### config.mk
export PLATFORM = sky130hd
export DESIGN_NAME = timed_fire_sequencer
export DESIGN_NICKNAME = d
export VERILOG_FILES = /design/src/hdl/tfs_pkg.sv /design/src/hdl/tfs_step.sv /design/src/hdl/timed_fire_sequencer.sv
export SDC_FILE = /design/constraint.sdc
export NUM_CORES = 1
export LEC_CHECK = 0
export BUFFER_PORTS_ARGS = -buffer_cell sky130_fd_sc_hd__clkbuf_2
export CAP_MARGIN = 0
export CELL_PAD_IN_SITES_DETAIL_PLACEMENT = 1
export CELL_PAD_IN_SITES_GLOBAL_PLACEMENT = 2
export CORE_MARGIN = 8
export CORE_UTILIZATION = 44
export CTS_BUF_LIST = sky130_fd_sc_hd__clkbuf_4
export CTS_CLUSTER_DIAMETER = 50
export DETAILED_ROUTE_END_ITERATION = 8
export GPL_ROUTABILITY_DRIVEN = 0
export PLACE_DENSITY_LB_ADDON = 0.1
export SLEW_MARGIN = 20
export SYNTH_ARGS = -nofsm -noshare
export SYNTH_HDL_FRONTEND = slang
export SYNTH_SLANG_ARGS = --single-unit
### constraint.sdc
create_clock -name clk -period 6.8 [get_ports clk]
set_input_delay 0.68 -clock clk [delete_from_list [all_inputs] [get_ports clk]]
set_output_delay 0.68 -clock clk [all_outputs]
set_load 0.01 [all_outputs]
### src/hdl/tfs_pkg.sv
// tfs_pkg: shared types and constants of the timed fire sequencer
package tfs_pkg;

	localparam int unsigned CMD_W   = 3;
	localparam int unsigned DELTA_W = 8;
	localparam int unsigned MS_W    = 16;
	localparam int unsigned MODE_W  = 3;
	localparam int unsigned CFG_IDX_W = 2;

	localparam logic [MS_W-1:0] MS_MAX = '1;

	localparam logic [MS_W-1:0]   FIRE_DURATION_RST = 16'd3000;
	localparam logic [MS_W-1:0]   END_CUE_RST       = 16'd1000;
	localparam logic [MS_W-1:0]   COOLDOWN_RST      = 16'd10000;
	localparam logic [MODE_W-1:0] FIRE_MODE_RST     = 3'd0;

	typedef enum logic [CMD_W-1:0] {
		CMD_STEP      = 3'd0,
		CMD_END_FIRE  = 3'd1,
		CMD_SKIP_LOCK = 3'd2,
		CMD_RESET     = 3'd3,
		CMD_DRAIN     = 3'd4,
		CMD_PURGE_ON  = 3'd5,
		CMD_PURGE_OFF = 3'd6
	} cmd_t;

	typedef enum logic [1:0] {
		PH_IDLE = 2'd0,
		PH_FIRE = 2'd1,
		PH_CUE  = 2'd2,
		PH_COOL = 2'd3
	} phase_t;

	typedef enum logic [CFG_IDX_W-1:0] {
		CFG_FIRE_MODE     = 2'd0,
		CFG_FIRE_DURATION = 2'd1,
		CFG_END_CUE       = 2'd2,
		CFG_COOLDOWN      = 2'd3
	} cfg_idx_t;

	typedef struct packed {
		logic [CMD_W-1:0]   cmd;
		logic               press_event;
		logic               release_event;
		logic [DELTA_W-1:0] delta_ms;
	} in_item_t;

	typedef struct packed {
		logic [1:0] phase;
		logic       fire_frame;
		logic       purge_on;
	} out_item_t;

	typedef struct packed {
		logic [MODE_W-1:0] fire_mode;
		logic [MS_W-1:0]   fire_duration_ms;
		logic [MS_W-1:0]   end_cue_ms;
		logic [MS_W-1:0]   cooldown_ms;
	} cfg_t;

	typedef struct packed {
		phase_t          phase;
		logic [MS_W-1:0] elapsed_ms;
		logic            fire_owed;
		logic            purge_flag;
	} seq_state_t;

endpackage

### src/hdl/tfs_step.sv
// tfs_step: next-state and result logic for one request
module tfs_step (
	input  tfs_pkg::seq_state_t cur,
	input  tfs_pkg::cfg_t       cfg,
	input  tfs_pkg::in_item_t   item,
	output tfs_pkg::seq_state_t nxt,
	output tfs_pkg::out_item_t  res
);

	logic [tfs_pkg::MS_W:0]   sum_ms;
	logic [tfs_pkg::MS_W-1:0] sat_ms;
	tfs_pkg::phase_t          after_fire;
	logic                     fire_frame;

	assign sum_ms = {1'b0, cur.elapsed_ms} + {{(tfs_pkg::MS_W+1-tfs_pkg::DELTA_W){1'b0}},
		item.delta_ms};
	assign sat_ms = sum_ms[tfs_pkg::MS_W] ? tfs_pkg::MS_MAX : sum_ms[tfs_pkg::MS_W-1:0];
	assign after_fire = (cfg.end_cue_ms == '0) ? tfs_pkg::PH_COOL : tfs_pkg::PH_CUE;

	always_comb begin
		nxt        = cur;
		fire_frame = 1'b0;
		case (item.cmd)
			tfs_pkg::CMD_STEP: begin
				nxt.elapsed_ms = sat_ms;
				case (cur.phase)
					tfs_pkg::PH_IDLE: begin
						if (item.press_event) begin
							nxt.phase      = tfs_pkg::PH_FIRE;
							nxt.elapsed_ms = '0;
							nxt.fire_owed  = 1'b1;
						end
					end
					tfs_pkg::PH_FIRE: begin
						if (sat_ms >= cfg.fire_duration_ms ||
							(cfg.fire_mode != '0 && item.release_event)) begin
							nxt.phase      = after_fire;
							nxt.elapsed_ms = '0;
						end
					end
					tfs_pkg::PH_CUE: begin
						if (sat_ms >= cfg.end_cue_ms) begin
							nxt.phase      = tfs_pkg::PH_COOL;
							nxt.elapsed_ms = '0;
						end
					end
					default: begin
						if (sat_ms >= cfg.cooldown_ms) begin
							nxt.phase      = tfs_pkg::PH_IDLE;
							nxt.elapsed_ms = '0;
						end
					end
				endcase
			end
			tfs_pkg::CMD_END_FIRE: begin
				if (cur.phase == tfs_pkg::PH_FIRE) begin
					nxt.phase      = after_fire;
					nxt.elapsed_ms = '0;
				end
			end
			tfs_pkg::CMD_SKIP_LOCK: begin
				if (cur.phase == tfs_pkg::PH_CUE || cur.phase == tfs_pkg::PH_COOL) begin
					nxt.phase      = tfs_pkg::PH_IDLE;
					nxt.elapsed_ms = '0;
				end
			end
			tfs_pkg::CMD_RESET: begin
				nxt.phase      = tfs_pkg::PH_IDLE;
				nxt.elapsed_ms = '0;
				nxt.fire_owed  = 1'b0;
			end
			tfs_pkg::CMD_DRAIN: begin
				fire_frame    = cur.fire_owed;
				nxt.fire_owed = 1'b0;
			end
			tfs_pkg::CMD_PURGE_ON:  nxt.purge_flag = 1'b1;
			tfs_pkg::CMD_PURGE_OFF: nxt.purge_flag = 1'b0;
			default: ;
		endcase
	end

	always_comb begin
		res.phase      = nxt.phase;
		res.fire_frame = fire_frame;
		res.purge_on   = nxt.purge_flag;
	end

endmodule

### src/hdl/timed_fire_sequencer.sv
// timed_fire_sequencer: top level of the four-phase fire sequencer
//
// usage
//  - request channel: in_valid / in_stall / in_data (cmd, press and release
//    events, delta_ms); a request is taken on a rising edge with in_valid high
//    and in_stall low
//  - result channel: out_valid / out_stall / out_data (phase, fire_frame,
//    purge_on); exactly one result per request, in request order
//  - config channel: cfg_valid / cfg_ready / cfg_index / cfg_data; cfg_ready is
//    always high, write only while no request is in flight
//  - result: registered, the result sits in the output register the cycle
//    after its request is taken
//  - throughput: one request per cycle while in_stall is low; the state update is a single
//    saturating add and compare between the state registers and the output
//    register, so the phase state is ready for the next request at once
//  - stall: when the output register holds a result and out_stall is high,
//    in_stall rises and the request side waits; the held result stays put
//  - reset (arst_n low): phase idle, elapsed time, fire-owed latch and purge
//    cleared, registers back to 3000 / 1000 / 10000 ms and mode 0, no result
//    pending
module timed_fire_sequencer (
	input  logic                               clk,
	input  logic                               arst_n,
	input  logic                               in_valid,
	output logic                               in_stall,
	input  tfs_pkg::in_item_t                  in_data,
	output logic                               out_valid,
	input  logic                               out_stall,
	output tfs_pkg::out_item_t                 out_data,
	input  logic                               cfg_valid,
	output logic                               cfg_ready,
	input  logic [tfs_pkg::CFG_IDX_W-1:0]      cfg_index,
	input  logic [tfs_pkg::MS_W-1:0]           cfg_data
);

	// configuration registers
	tfs_pkg::cfg_t       cfg_q;
	// sequencer state
	tfs_pkg::seq_state_t state_q;
	tfs_pkg::seq_state_t state_nxt;
	tfs_pkg::out_item_t  res;
	// output register
	logic                out_valid_q;
	tfs_pkg::out_item_t  out_data_q;
	logic                in_accept;

	// output register can take a new result unless it is full and stalled
	assign in_stall  = out_valid_q & out_stall;
	assign in_accept = in_valid & ~in_stall;
	assign cfg_ready = 1'b1;

	tfs_step u_step (
		.cur  (state_q),
		.cfg  (cfg_q),
		.item (in_data),
		.nxt  (state_nxt),
		.res  (res)
	);

	// config writes, index beyond the list never occurs with a 2-bit index
	always_ff @(posedge clk or negedge arst_n) begin
		if (!arst_n) begin
			cfg_q.fire_mode        <= tfs_pkg::FIRE_MODE_RST;
			cfg_q.fire_duration_ms <= tfs_pkg::FIRE_DURATION_RST;
			cfg_q.end_cue_ms       <= tfs_pkg::END_CUE_RST;
			cfg_q.cooldown_ms      <= tfs_pkg::COOLDOWN_RST;
		end else if (cfg_valid && cfg_ready) begin
			case (cfg_index)
				tfs_pkg::CFG_FIRE_MODE:
					cfg_q.fire_mode <= cfg_data[tfs_pkg::MODE_W-1:0];
				tfs_pkg::CFG_FIRE_DURATION: cfg_q.fire_duration_ms <= cfg_data;
				tfs_pkg::CFG_END_CUE:       cfg_q.end_cue_ms       <= cfg_data;
				tfs_pkg::CFG_COOLDOWN:      cfg_q.cooldown_ms      <= cfg_data;
				default: ;
			endcase
		end
	end

	// state advances once per accepted request
	always_ff @(posedge clk or negedge arst_n) begin
		if (!arst_n) begin
			state_q.phase      <= tfs_pkg::PH_IDLE;
			state_q.elapsed_ms <= '0;
			state_q.fire_owed  <= 1'b0;
			state_q.purge_flag <= 1'b0;
		end else if (in_accept) begin
			state_q <= state_nxt;
		end
	end

	// result valid: set on accept, cleared once taken
	always_ff @(posedge clk or negedge arst_n) begin
		if (!arst_n) begin
			out_valid_q <= 1'b0;
		end else if (in_accept) begin
			out_valid_q <= 1'b1;
		end else if (!out_stall) begin
			out_valid_q <= 1'b0;
		end
	end

	// result payload, no reset needed
	always_ff @(posedge clk) begin
		if (in_accept) begin
			out_data_q <= res;
		end
	end

	assign out_valid = out_valid_q;
	assign out_data  = out_data_q;

endmodule

==> reports/results.tsv, run 1 <==
stage	metric	value	unit
sta	min cycle time layout	4.891	ns
sta	final worst slack	1.909	ns
sta	final setup fails	0	
die	number of core rows	39	
pwr	power share of the combinational group	26.9	%
grt	busiest layer in global routing	met2	
sta	fraction of the cycle the final worst path needs	71.93	%
setup_path	crit end category	flip-flop	
sta	setup repair after global routing missed its margin	no	
grt	largest net degree at the start of global routing	73	
placement	dpl hpwl	9.850	mm
sta	Setup TNS	0	ns
sta	max-slew violations	0	
layout	layout filler cell count	1274	
pwr	LEAKAGE	2.656	nW
die	# IOs	43	
setup_path	CP max FO	16	
outcome	status	finished clean	
pwr	Net Sw Frac	32.30	%
die	Initial Util	44.52	%
layout	Area Overhead vs Synth	9.424	%
pwr	Clk pwr share	23.5	%
sta	relative slew slack	31.22	%
detailed_routing	Vias/cell	5.609	
setup_path	Crit Path Class	reg -> reg	
clock_network	Clk Latency, worst-skew pair	0.43	ns
placement	Cells after DPL	652	
grt	first-pass GRT wire length	20.68	mm
die	Die Span X	122.8	um
layout	share of cells above drive strength 1	27.05	%
detailed_routing	Routed Antenna Nets	0	
die	core area	11270	um^2
grt	met2 GRT Util	30.00	%
clock_network	Clock Tree Buf Depth	2	
placement	PortBufs	41	
yosys	synth top area cells	dfrtp_1, ha_1, mux2_2	
sta	final hold violations	0	
yosys	Synth Instances	478	
yosys	sequential area share after synthesis	38.74	%
yosys	ys async rst share	94.74	%
yosys	number of synthesized flops with an enable pin	4	
grt	vias in the first global route	4082	
setup_path	worst endpoint data arrival time	5.25	ns
yosys	Syn Area/Cell	10.50	um^2
sta	FMAX	0.2044	GHz
layout	final core utilization	48.72	%
yosys	YS warnings	0	
yosys	Synth cell types	65	
clock_network	CTS root buf	clkbuf_4	
clock_network	H-tree depth	3	
pwr	peak supply drop	0.09788	mV
clock_network	CTS Buf Count	9	
pwr	Internal	0.7949	mW
layout	Finished Cell Area	5492	um^2
die	die footprint	15080	um^2
detailed_routing	WL final	12.42	mm
clock_network	CTS tree	yes	
detailed_routing	DRT Pass-1 Iters	4	
pwr	Psw	0.3792	mW
grt	GR met1 Demand/Resource	22.03	%
clock_network	Reg clk slew, reported paths	0.13	ns
placement	Placement Setup Slack	1.559	ns
sta	Least-Margin Pin Slew	1.029	ns
setup_path	worst path required time	7.16	ns
setup_path	CP startpoint kind	flip-flop	
pwr	Reg power frac	49.6	%
layout	Non-Filler Instances	668	
detailed_routing	initial DRC count	151	
yosys	syn nets	571	
grt	grt ovf	0	
die	die height	122.8	um
grt	initial antenna violation count	0	
layout	# diodes	0	
detailed_routing	vias	3747	
detailed_routing	Residual DRC	0	
yosys	synthesized area	5019	um^2
pwr	power per standard cell area	213.8	nW/um^2
clock_network	CTS sink cnt	76	
placement	placed inst area	5356	um^2
job	number of max-cap violations	0	
detailed_routing	per-cell routed wire length	18.59	um
grt	overall global routing resource usage	17.54	%
grt	met3 Track Usage GR	3.220	%
yosys	leading area contributor after synthesis	dfrtp_1	
sta	clk_skew	0.01576	ns
layout	nets@finish	613	
clock_network	# hold bufs at CTS	0	
yosys	top cell type's share of synthesized area	26.93	%
yosys	Yosys reg bits	76	
clock_network	Post-CTS Setup Bufs	0	
clock_network	Resized cells post-CTS	0	
min_path	HP Class	in -> async	
yosys	Synth Flop Type	dfrtp_1	
metal layers:
layer  wire (um)  vias to the layer above
met1        5747                     1879
li1            -                     1817
met3         335                       10
met2        6161                       41
met4         170                        0
met5           0                        -
kinds of logic (layout without fill, tap and decap cells):
kind of cell,after synthesis,count (layout),share of synthesized area (%)
AO/OA/AOI/OAI,107,107,15.73
adder cells (fa/ha/maj),57,57,14.36
buffers and inverters,64,111,5.036
other,1,1,0.07472
AND/OR/NAND/NOR,109,109,12.04
multiplexers,58,58,12.96
flip-flops,76,76,38.74
XOR/XNOR,6,6,1.047
synthesized netlist by cell type (16+ instances only):
| master | instances |
|---|---|
| dfstp_2 | 18 |
| ha_1 | 56 |
| inv_1 | 53 |
| a21oi_1 | 25 |
| nor2_1 | 17 |
| mux2_2 | 55 |
| dfrtp_1 | 54 |
| nand2_1 | 27 |
| o21ai_0 | 16 |
sequential cells by signal, summed over array words and instances, names as in the netlist:
signal and flops:
state_q 20, cfg_q 51, out_valid 1, out_data 4
power groups by stage:
| stage | logic, mW | registers, mW | clock network (mW) |
|---|---|---|---|
| finish | 0.316 | 0.582 | 0.276 |
| global route | 0.360 | 0.592 | 0.301 |
| CTS | 0.320 | 0.583 | 0.285 |
| detailed placement | 0.317 | 0.592 | 0 |
| global placement | 0.308 | 0.587 | 0 |
| floorplan | 0.230 | 0.574 | 0 |
path summary, 6_finish.rpt:
path	depth (start not counted)	slack, ns	endpoint	start
max in group asynchronous	2	5.76	cfg_q[7]$_DFFE_PN0P_	arst_n
max reg2reg	14	1.91	state_q[14]$_DFFE_PN0P_	state_q[2]$_DFFE_PN0P_
min in group clk	2	0.45	out_valid$_DFFE_PN0P_	in_valid
min reg2reg	1	0.52	cfg_q[48]$_DFFE_PN0P_	cfg_q[48]$_DFFE_PN0P_
min	2	0.44	cfg_q[50]$_DFFE_PN0P_	arst_n
max	14	1.91	state_q[14]$_DFFE_PN0P_	state_q[2]$_DFFE_PN0P_
critical path: stages, from the launching register on:
cell	delay, ns
dfrtp_1	0.41
ha_1	0.23
fa_1	0.44
a211oi_1	0.27
o21bai_1	0.17
o211ai_1	0.83
and3_1	0.30
nor2_1	0.12
ha_1	0.34
a21oi_1	0.16
o21ai_1	0.11
o21ai_1	0.27
a31oi_2	0.16
a311oi_4	0.77
a31o_1	0.26
cells in the final DEF (no fill, tap or decap), drive strengths merged, types with 8 or more instances in the layout:
| cell type | synthesis | final |
|---|---|---|
| and2 | 8 | 8 |
| ha | 56 | 56 |
| nand3 | 8 | 8 |
| a31o | 9 | 9 |
| mux2 | 56 | 56 |
| inv | 53 | 53 |
| nand2 | 27 | 27 |
| dfrtp | 54 | 54 |
| a22o | 8 | 8 |
| nor2 | 17 | 17 |
| and3 | 8 | 8 |
| a21oi | 25 | 25 |
| o21ai | 21 | 21 |
| clkbuf | 8 | 49 |
| dfstp | 18 | 18 |
| nand4 | 8 | 8 |
through the flow:
step / hold WS, ns / power, mW
6_report: 0.4430 / 1.174
5_1_grt: 0.4432 / 1.253
4_1_cts: 0.4313 / 1.188
3_5_place_dp: 0.4947 / 0.9088
3_3_place_gp: 0.4909 / 0.8952
2_1_floorplan: 0.3844 / 0.8036
layout make-up:
cell class	instances	area, um^2	area share, %
multi-input cells	338	2821	51.38
flip-flops and latches	76	1944	35.41
repair buffers	42	212.7	3.873
inverters	53	198.9	3.623
well taps	143	178.9	3.258
clock buffers	9	67.56	1.230
clock inverters	7	67.56	1.230
Power figures use the tool's default switching activity.
==> inputs of run 2 (changes only) <==
--- a/config.mk
+++ b/config.mk
@@ -10,7 +10,7 @@
 export CELL_PAD_IN_SITES_DETAIL_PLACEMENT = 1
 export CELL_PAD_IN_SITES_GLOBAL_PLACEMENT = 2
 export CORE_MARGIN = 8
-export CORE_UTILIZATION = 44
+export CORE_UTILIZATION = 41
 export CTS_BUF_LIST = sky130_fd_sc_hd__clkbuf_4
 export CTS_CLUSTER_DIAMETER = 50
 export DETAILED_ROUTE_END_ITERATION = 8
==> constraint.sdc (replaced) <==
create_clock -name clk -period 4.65 [get_ports clk]
set_input_delay 0.465 -clock clk [delete_from_list [all_inputs] [get_ports clk]]
set_output_delay 0.465 -clock clk [all_outputs]
set_load 0.01 [all_outputs]
==> run 2 against run 1 <==
- maximum frequency up 12%
- total power rose by 43%
- via count about the same
- sequential share of layout area down 0.080 points
- core utilization fell by 2.7 points
- non-clock buffer count is 3 higher
- clock power is 30% higher
- hold slack got worse by 0.28 ns
- critical path depth grew 1
- design area up 0.23%
- critical endpoint is now state_q[12]$_DFFE_PN0P_
- largest cell class unchanged
==> reports/results.tsv, run 2 (synthesis gave the netlist of run 1 again) <==
stage	metric	value	unit
layout	nets@finish	616	
detailed_routing	WL final	12.65	mm
grt	first-pass GRT wire length	21.38	mm
clock_network	Post-CTS Setup Bufs	0	
job	number of max-cap violations	0	
sta	FMAX	0.2293	GHz
detailed_routing	Routed Antenna Nets	0	
setup_path	Reg2Reg Setup Slack	0.29	ns
detailed_routing	vias	3745	
clock_network	CTS sink cnt	76	
die	# IOs	43	
sta	clk_skew	0.01959	ns
clock_network	Clk Latency, worst-skew pair	0.45	ns
setup_path	worst path required time	5.05	ns
sta	final setup fails	0	
grt	overall global routing resource usage	16.99	%
placement	Cells after DPL	659	
layout	FF+latch area	1944	um^2
detailed_routing	Residual DRC	0	
sta	Least-Margin Pin Slew	0.9943	ns
outcome	status	finished clean	
sta	fraction of the cycle the final worst path needs	93.80	%
pwr	peak supply drop	0.1836	mV
grt	vias in the first global route	4197	
grt	GR met1 Demand/Resource	20.94	%
detailed_routing	per-cell routed wire length	18.68	um
min_path	HP Class	in -> async	
pwr	power per standard cell area	304.9	nW/um^2
grt	busiest layer in global routing	met2	
clock_network	Resized cells post-CTS	0	
layout	layout filler cell count	1370	
clock_network	H-tree depth	3	
detailed_routing	initial DRC count	168	
pwr	Internal	1.134	mW
sta	Setup TNS	0	ns
pwr	Psw	0.5443	mW
layout	Area Overhead vs Synth	9.673	%
grt	met3 Track Usage GR	3.016	%
die	number of core rows	40	
pwr	Reg power frac	50.7	%
pwr	LEAKAGE	2.666	nW
die	die height	126.6	um
layout	Non-Filler Instances	677	
die	Initial Util	41.96	%
clock_network	Clock Tree Buf Depth	2	
placement	PortBufs	41	
layout	share of cells above drive strength 1	27.27	%
layout	multi-input logic area	2821	um^2
setup_path	worst endpoint data arrival time	4.76	ns
pwr	Net Sw Frac	32.43	%
pwr	Clk pwr share	21.4	%
die	Die Span X	126.6	um
sta	relative slew slack	33.53	%
layout	max reg flops	51	
detailed_routing	Vias/cell	5.532	
setup_path	Crit Path Class	reg -> reg	
layout	commonest non-fill, non-tap cell in the layout	ha_1	
layout	most frequent cells in the layout	ha_1, mux2_2, dfrtp_1	
grt	largest net degree at the start of global routing	73	
setup_path	CP max FO	16	
clock_network	# hold bufs at CTS	0	
die	core area	11960	um^2
sta	final hold violations	0	
sta	max-slew violations	0	
clock_network	CTS root buf	clkbuf_4	
clock_network	CTS Buf Count	9	
layout	Top reg by flops	cfg_q	
clock_network	Reg clk slew, reported paths	0.13	ns
grt	met2 GRT Util	28.55	%
detailed_routing	DRT Pass-1 Iters	4	
grt	initial antenna violation count	1	
clock_network	CTS tree	yes	
grt	grt ovf	0	
placement	dpl hpwl	9.911	mm
pwr	power share of the combinational group	27.9	%
sta	min cycle time layout	4.362	ns
setup_path	crit end category	flip-flop	
setup_path	CP startpoint kind	flip-flop	
sta	setup repair after global routing missed its margin	no	
die	die footprint	16040	um^2
-- run 2: area by class of cell --
class	instances	share of cell area [%]
multi-input combinational	338	51.26
timing repair buffer	45	4.319
clock buffer	13	1.773
sequential	76	35.33
antenna	2	0.09093
tap	147	3.342
clock inverter	3	0.2728
inverter	53	3.614
-- run 2: critical path, cell delays in order (launching register included) --
cell,delay (ns)
dfrtp_1,0.43
ha_1,0.23
fa_1,0.44
a211oi_1,0.26
o21bai_1,0.17
o21ai_1,0.42
nor2_1,0.13
nor2_1,0.29
ha_1,0.31
nand2b_4,0.15
a2111oi_2,0.39
o31a_1,0.22
nand3_1,0.13
a311oi_4,0.29
buf_4,0.27
a31o_1,0.18
-- run 2: worst paths after layout --
path	start	end	depth (start not counted)
min in group clk	in_valid	out_valid$_DFFE_PN0P_	2
hold / removal	arst_n	state_q[4]$_DFFE_PN0P_	1
setup reg to reg	state_q[2]$_DFFE_PN0P_	state_q[12]$_DFFE_PN0P_	15
setup / recovery	state_q[2]$_DFFE_PN0P_	state_q[12]$_DFFE_PN0P_	15
max in group asynchronous	arst_n	cfg_q[20]$_DFFE_PN0P_	1
hold reg to reg	cfg_q[34]$_DFFE_PN0P_	cfg_q[34]$_DFFE_PN0P_	1
-- run 2: power groups by stage --
stage / logic (mW) / registers (mW) / clock network (mW)
finish: 0.469 / 0.851 / 0.358
global route: 0.534 / 0.867 / 0.400
CTS: 0.477 / 0.853 / 0.377
detailed placement: 0.473 / 0.865 / 0
global placement: 0.460 / 0.860 / 0
floorplan: 0.336 / 0.839 / 0
-- run 2: metal layers --
layer / up-vias / wire length [um]
met5: - / 0
met4: 0 / 270
met2: 40 / 6032
met3: 16 / 331
li1: 1838 / -
met1: 1851 / 6012
-- run 2: metrics by stage --
step	util, %	hold slack (ns)	worst slack (ns)	power, mW	area (um^2)
finish	46.01	0.1598	0.2882	1.678	5504
global route	46.01	0.1881	0.02109	1.802	5504
CTS	45.97	0.1590	0.2928	1.707	5499
detailed placement	45.03	0.4977	0.1765	1.338	5386
global placement	45.03	0.4900	0.2745	1.320	5386
floorplan	-	0.1694	0.8136	1.175	5019
==> inputs of run 3 (changes only) <==
--- a/config.mk
+++ b/config.mk
@@ -10,7 +10,7 @@
 export CELL_PAD_IN_SITES_DETAIL_PLACEMENT = 1
 export CELL_PAD_IN_SITES_GLOBAL_PLACEMENT = 2
 export CORE_MARGIN = 8
-export CORE_UTILIZATION = 41
+export CORE_UTILIZATION = 42
 export CTS_BUF_LIST = sky130_fd_sc_hd__clkbuf_4
 export CTS_CLUSTER_DIAMETER = 50
 export DETAILED_ROUTE_END_ITERATION = 8
@@ -19,4 +19,5 @@
 export SLEW_MARGIN = 20
 export SYNTH_ARGS = -nofsm -noshare
 export SYNTH_HDL_FRONTEND = slang
+export SYNTH_HIERARCHICAL = 1
 export SYNTH_SLANG_ARGS = --single-unit
==> run 3 against run 2 <==
- core utilization is 0.68 points higher
- sequential power rose by 8.8%
- via count grew 3.5%
- clock skew is 0.0051 ns lower
- combinational power rose to 2.7 times the previous value
- hold slack worse by 0.012 ns
- non-clock buffer count increased by 2
- sequential share of layout area shrank 1.9 points
- flip-flop and latch count did not move
- count of clock-buffer cells in the layout down 4
- total power up 56%
- critical path type unchanged
- highest routed layer unchanged
==> reports/results.tsv, run 3 <==
stage	metric	value	unit
yosys	number of synthesized flops with an enable pin	4	
layout	most frequent cells in the layout	ha_1, dfrtp_1, inv_1	
clock_network	Clock Tree Buf Depth	2	
pwr	power per standard cell area	450.3	nW/um^2
layout	Top reg by flops	cfg_q	
detailed_routing	WL final	13.56	mm
sta	final hold violations	0	
clock_network	Reg clk slew, reported paths	0.12	ns
sta	clk_skew	0.01445	ns
placement	Cells after DPL	687	
detailed_routing	initial DRC count	118	
setup_path	CP max FO	13	
clock_network	Post-CTS Setup Bufs	0	
grt	initial antenna violation count	0	
yosys	synth top area cells	dfrtp_1, ha_1, mux2_2	
layout	share of cells above drive strength 1	32.02	%
yosys	sequential area share after synthesis	36.74	%
layout	nets@finish	619	
setup_path	worst path required time	4.98	ns
layout	commonest non-fill, non-tap cell in the layout	ha_1	
grt	overall global routing resource usage	17.68	%
grt	vias in the first global route	4304	
die	core area	12470	um^2
placement	dpl hpwl	10.68	mm
yosys	syn nets	575	
clock_network	CTS root buf	clkbuf_4	
min_path	HP Class	in -> async	
layout	Area Overhead vs Synth	9.976	%
die	# IOs	43	
yosys	Yosys reg bits	76	
yosys	most frequent cells after synthesis	ha_1, dfrtp_1, inv_1	
clock_network	H-tree depth	3	
die	die height	128.3	um
die	die footprint	16450	um^2
sta	Setup TNS	0	ns
sta	min cycle time layout	4.332	ns
sta	final setup fails	0	
yosys	Syn Area/Cell	10.98	um^2
yosys	leading area contributor after synthesis	dfrtp_1	
detailed_routing	per-cell routed wire length	19.29	um
detailed_routing	Routed Antenna Nets	0	
sta	fraction of the cycle the final worst path needs	93.16	%
yosys	synthesized area	5293	um^2
die	Die Span X	128.3	um
setup_path	Worst R2R Start	state_q[2]$_DFFE_PN0P_	
setup_path	CP peak stage delay	0.45	ns
grt	grt ovf	0	
setup_path	crit path buf inv count	1	
setup_path	Reg2Reg Setup Slack	0.32	ns
yosys	Synth Flop Type	dfrtp_1	
grt	first-pass GRT wire length	22.58	mm
outcome	status	finished clean	
detailed_routing	Vias/cell	5.515	
sta	Least-Margin Pin Slew	0.9154	ns
detailed_routing	Residual DRC	0	
layout	# diodes	0	
setup_path	CP startpoint kind	flip-flop	
pwr	LEAKAGE	2.851	nW
setup_path	CP Cell Sequence	ha_1 > fa_1 > a211oi_2 > o21bai_1 > a21oi_1 > o21ai_0 > mux2_2 > ha_1 > nand4_1 > nor3_1 > a31oi_1 > nand3_1 > nand3_1 > buf_4 > a32o_1 > mux2_2	
setup_path	CP top delay family	compound AO/OA/AOI/OAI gates	
grt	largest net degree at the start of global routing	73	
setup_path	Worst R2R Path Depth	16	
clock_network	CTS sink cnt	76	
setup_path	r2r endpoint	state_q[6]$_DFFE_PN0P_	
die	number of core rows	41	
sta	setup repair after global routing missed its margin	no	
layout	max reg flops	51	
setup_path	crit end category	flip-flop	
placement	PortBufs	41	
sta	FMAX	0.2309	GHz
setup_path	Crit Path Class	reg -> reg	
setup_path	worst endpoint data arrival time	4.66	ns
pwr	peak supply drop	0.2123	mV
clock_network	CTS tree	yes	
yosys	ys async rst share	94.74	%
yosys	top cell type's share of synthesized area	25.53	%
sta	max-slew violations	0	
yosys	YS warnings	6	
clock_network	CTS Buf Count	9	
layout	Non-Filler Instances	703	
job	number of max-cap violations	0	
detailed_routing	vias	3877	
die	Initial Util	42.46	%
sta	relative slew slack	38.97	%
yosys	count leader, synth	ha_1	
yosys	Synth Instances	482	
clock_network	Clk Latency, worst-skew pair	0.45	ns
detailed_routing	DRT Pass-1 Iters	4	
yosys	Synth cell types	60	
setup_path	Slowest-stage cell, CP	fa_1	
-- run 3: changes by cell type after synthesis, sizes merged, moves of 4 or more --
cell    before  now
a21oi       25   21
o21ai       21   27
a32o         0   13
and3         8    3
and2         8    2
buf          3   12
a211oi       5   10
a21o         6   10
clkbuf       8    2
and4         5    1
a31o         9    0
a22o         8    0
mux2        56   76
-- run 3: layout make-up --
| cell class | instances | area (um^2) |
|---|---|---|
| inverters | 50 | 187.7 |
| flip-flops and latches | 76 | 1944 |
| multi-input cells | 342 | 3072 |
| clock inverters | 7 | 81.33 |
| well taps | 172 | 215.2 |
| clock buffers | 9 | 67.56 |
| fillers | 1408 | 6645 |
| repair buffers | 47 | 252.7 |
-- run 3: metrics by stage --
| step | total power, mW | hold WS [ns] | instance area (um^2) | setup WS [ns] | utilization, % |
|---|---|---|---|---|---|
| after CTS | 2.667 | 0.1320 | 5814 | 0.2196 | 46.64 |
| after detailed placement | 2.196 | 0.4936 | 5665 | 0.1385 | 45.45 |
| final | 2.621 | 0.1478 | 5821 | 0.3182 | 46.69 |
| after global routing | 2.849 | 0.1873 | 5821 | 0.009848 | 46.69 |
| after floorplan | 1.793 | 0.1694 | 5293 | 0.7274 | - |
| after global placement | 2.145 | 0.4913 | 5665 | 0.2061 | 45.45 |
-- run 3: kinds of logic after synthesis --
group                      Yosys count  share of synthesized area, %
DFF                                 76                         36.74
other                                1                       0.07085
AOI/OAI and AO/OA                  112                         15.15
adders and majority gates           57                         13.62
muxes                               76                         18.30
xor gates and xnor gates             4                        0.6621
buffers and inverters               64                         5.414
and+or+nand+nor                     92                         10.05
-- run 3: power by group --
| group | total [mW] | internal, mW | switching [mW] |
|---|---|---|---|
| combinational | 1.25 | 0.577 | 0.673 |
| clock | 0.445 | 0.211 | 0.234 |
| sequential | 0.926 | 0.816 | 0.110 |
| total | 2.62 | 1.60 | 1.02 |
-- run 3: how the worst max path moves through the flow --
stage | from | endpoint | cells after the start
final | state_q[2]$_DFFE_PN0P_ | state_q[6]$_DFFE_PN0P_ | 16
after global routing | state_q[2]$_DFFE_PN0P_ | state_q[7]$_DFFE_PN0P_ | 17
after CTS | state_q[2]$_DFFE_PN0P_ | state_q[7]$_DFFE_PN0P_ | 17
after detailed placement | in_data[0] | state_q[16]$_DFFE_PN0P_ | 18
after global placement | in_data[0] | state_q[15]$_DFFE_PN0P_ | 18
after floorplan | in_data[0] | state_q[11]$_DFFE_PN0P_ | 15
-- run 3: routing by layer --
metal | up-vias | part of all wire, % | track usage [%]
met3 | 17 | 2.8 | 3.494
met1 | 1956 | 47 | 22.17
li1 | 1857 | - | -
met5 | - | 0 | 0
met4 | 0 | 1.8 | 6.364
met2 | 47 | 48 | 29.43
-- run 3: what timing repair did --
item,in CTS,in global routing
hold buffers,0,0
endpoints found under the setup margin,0,13
gates resized for setup,0,1
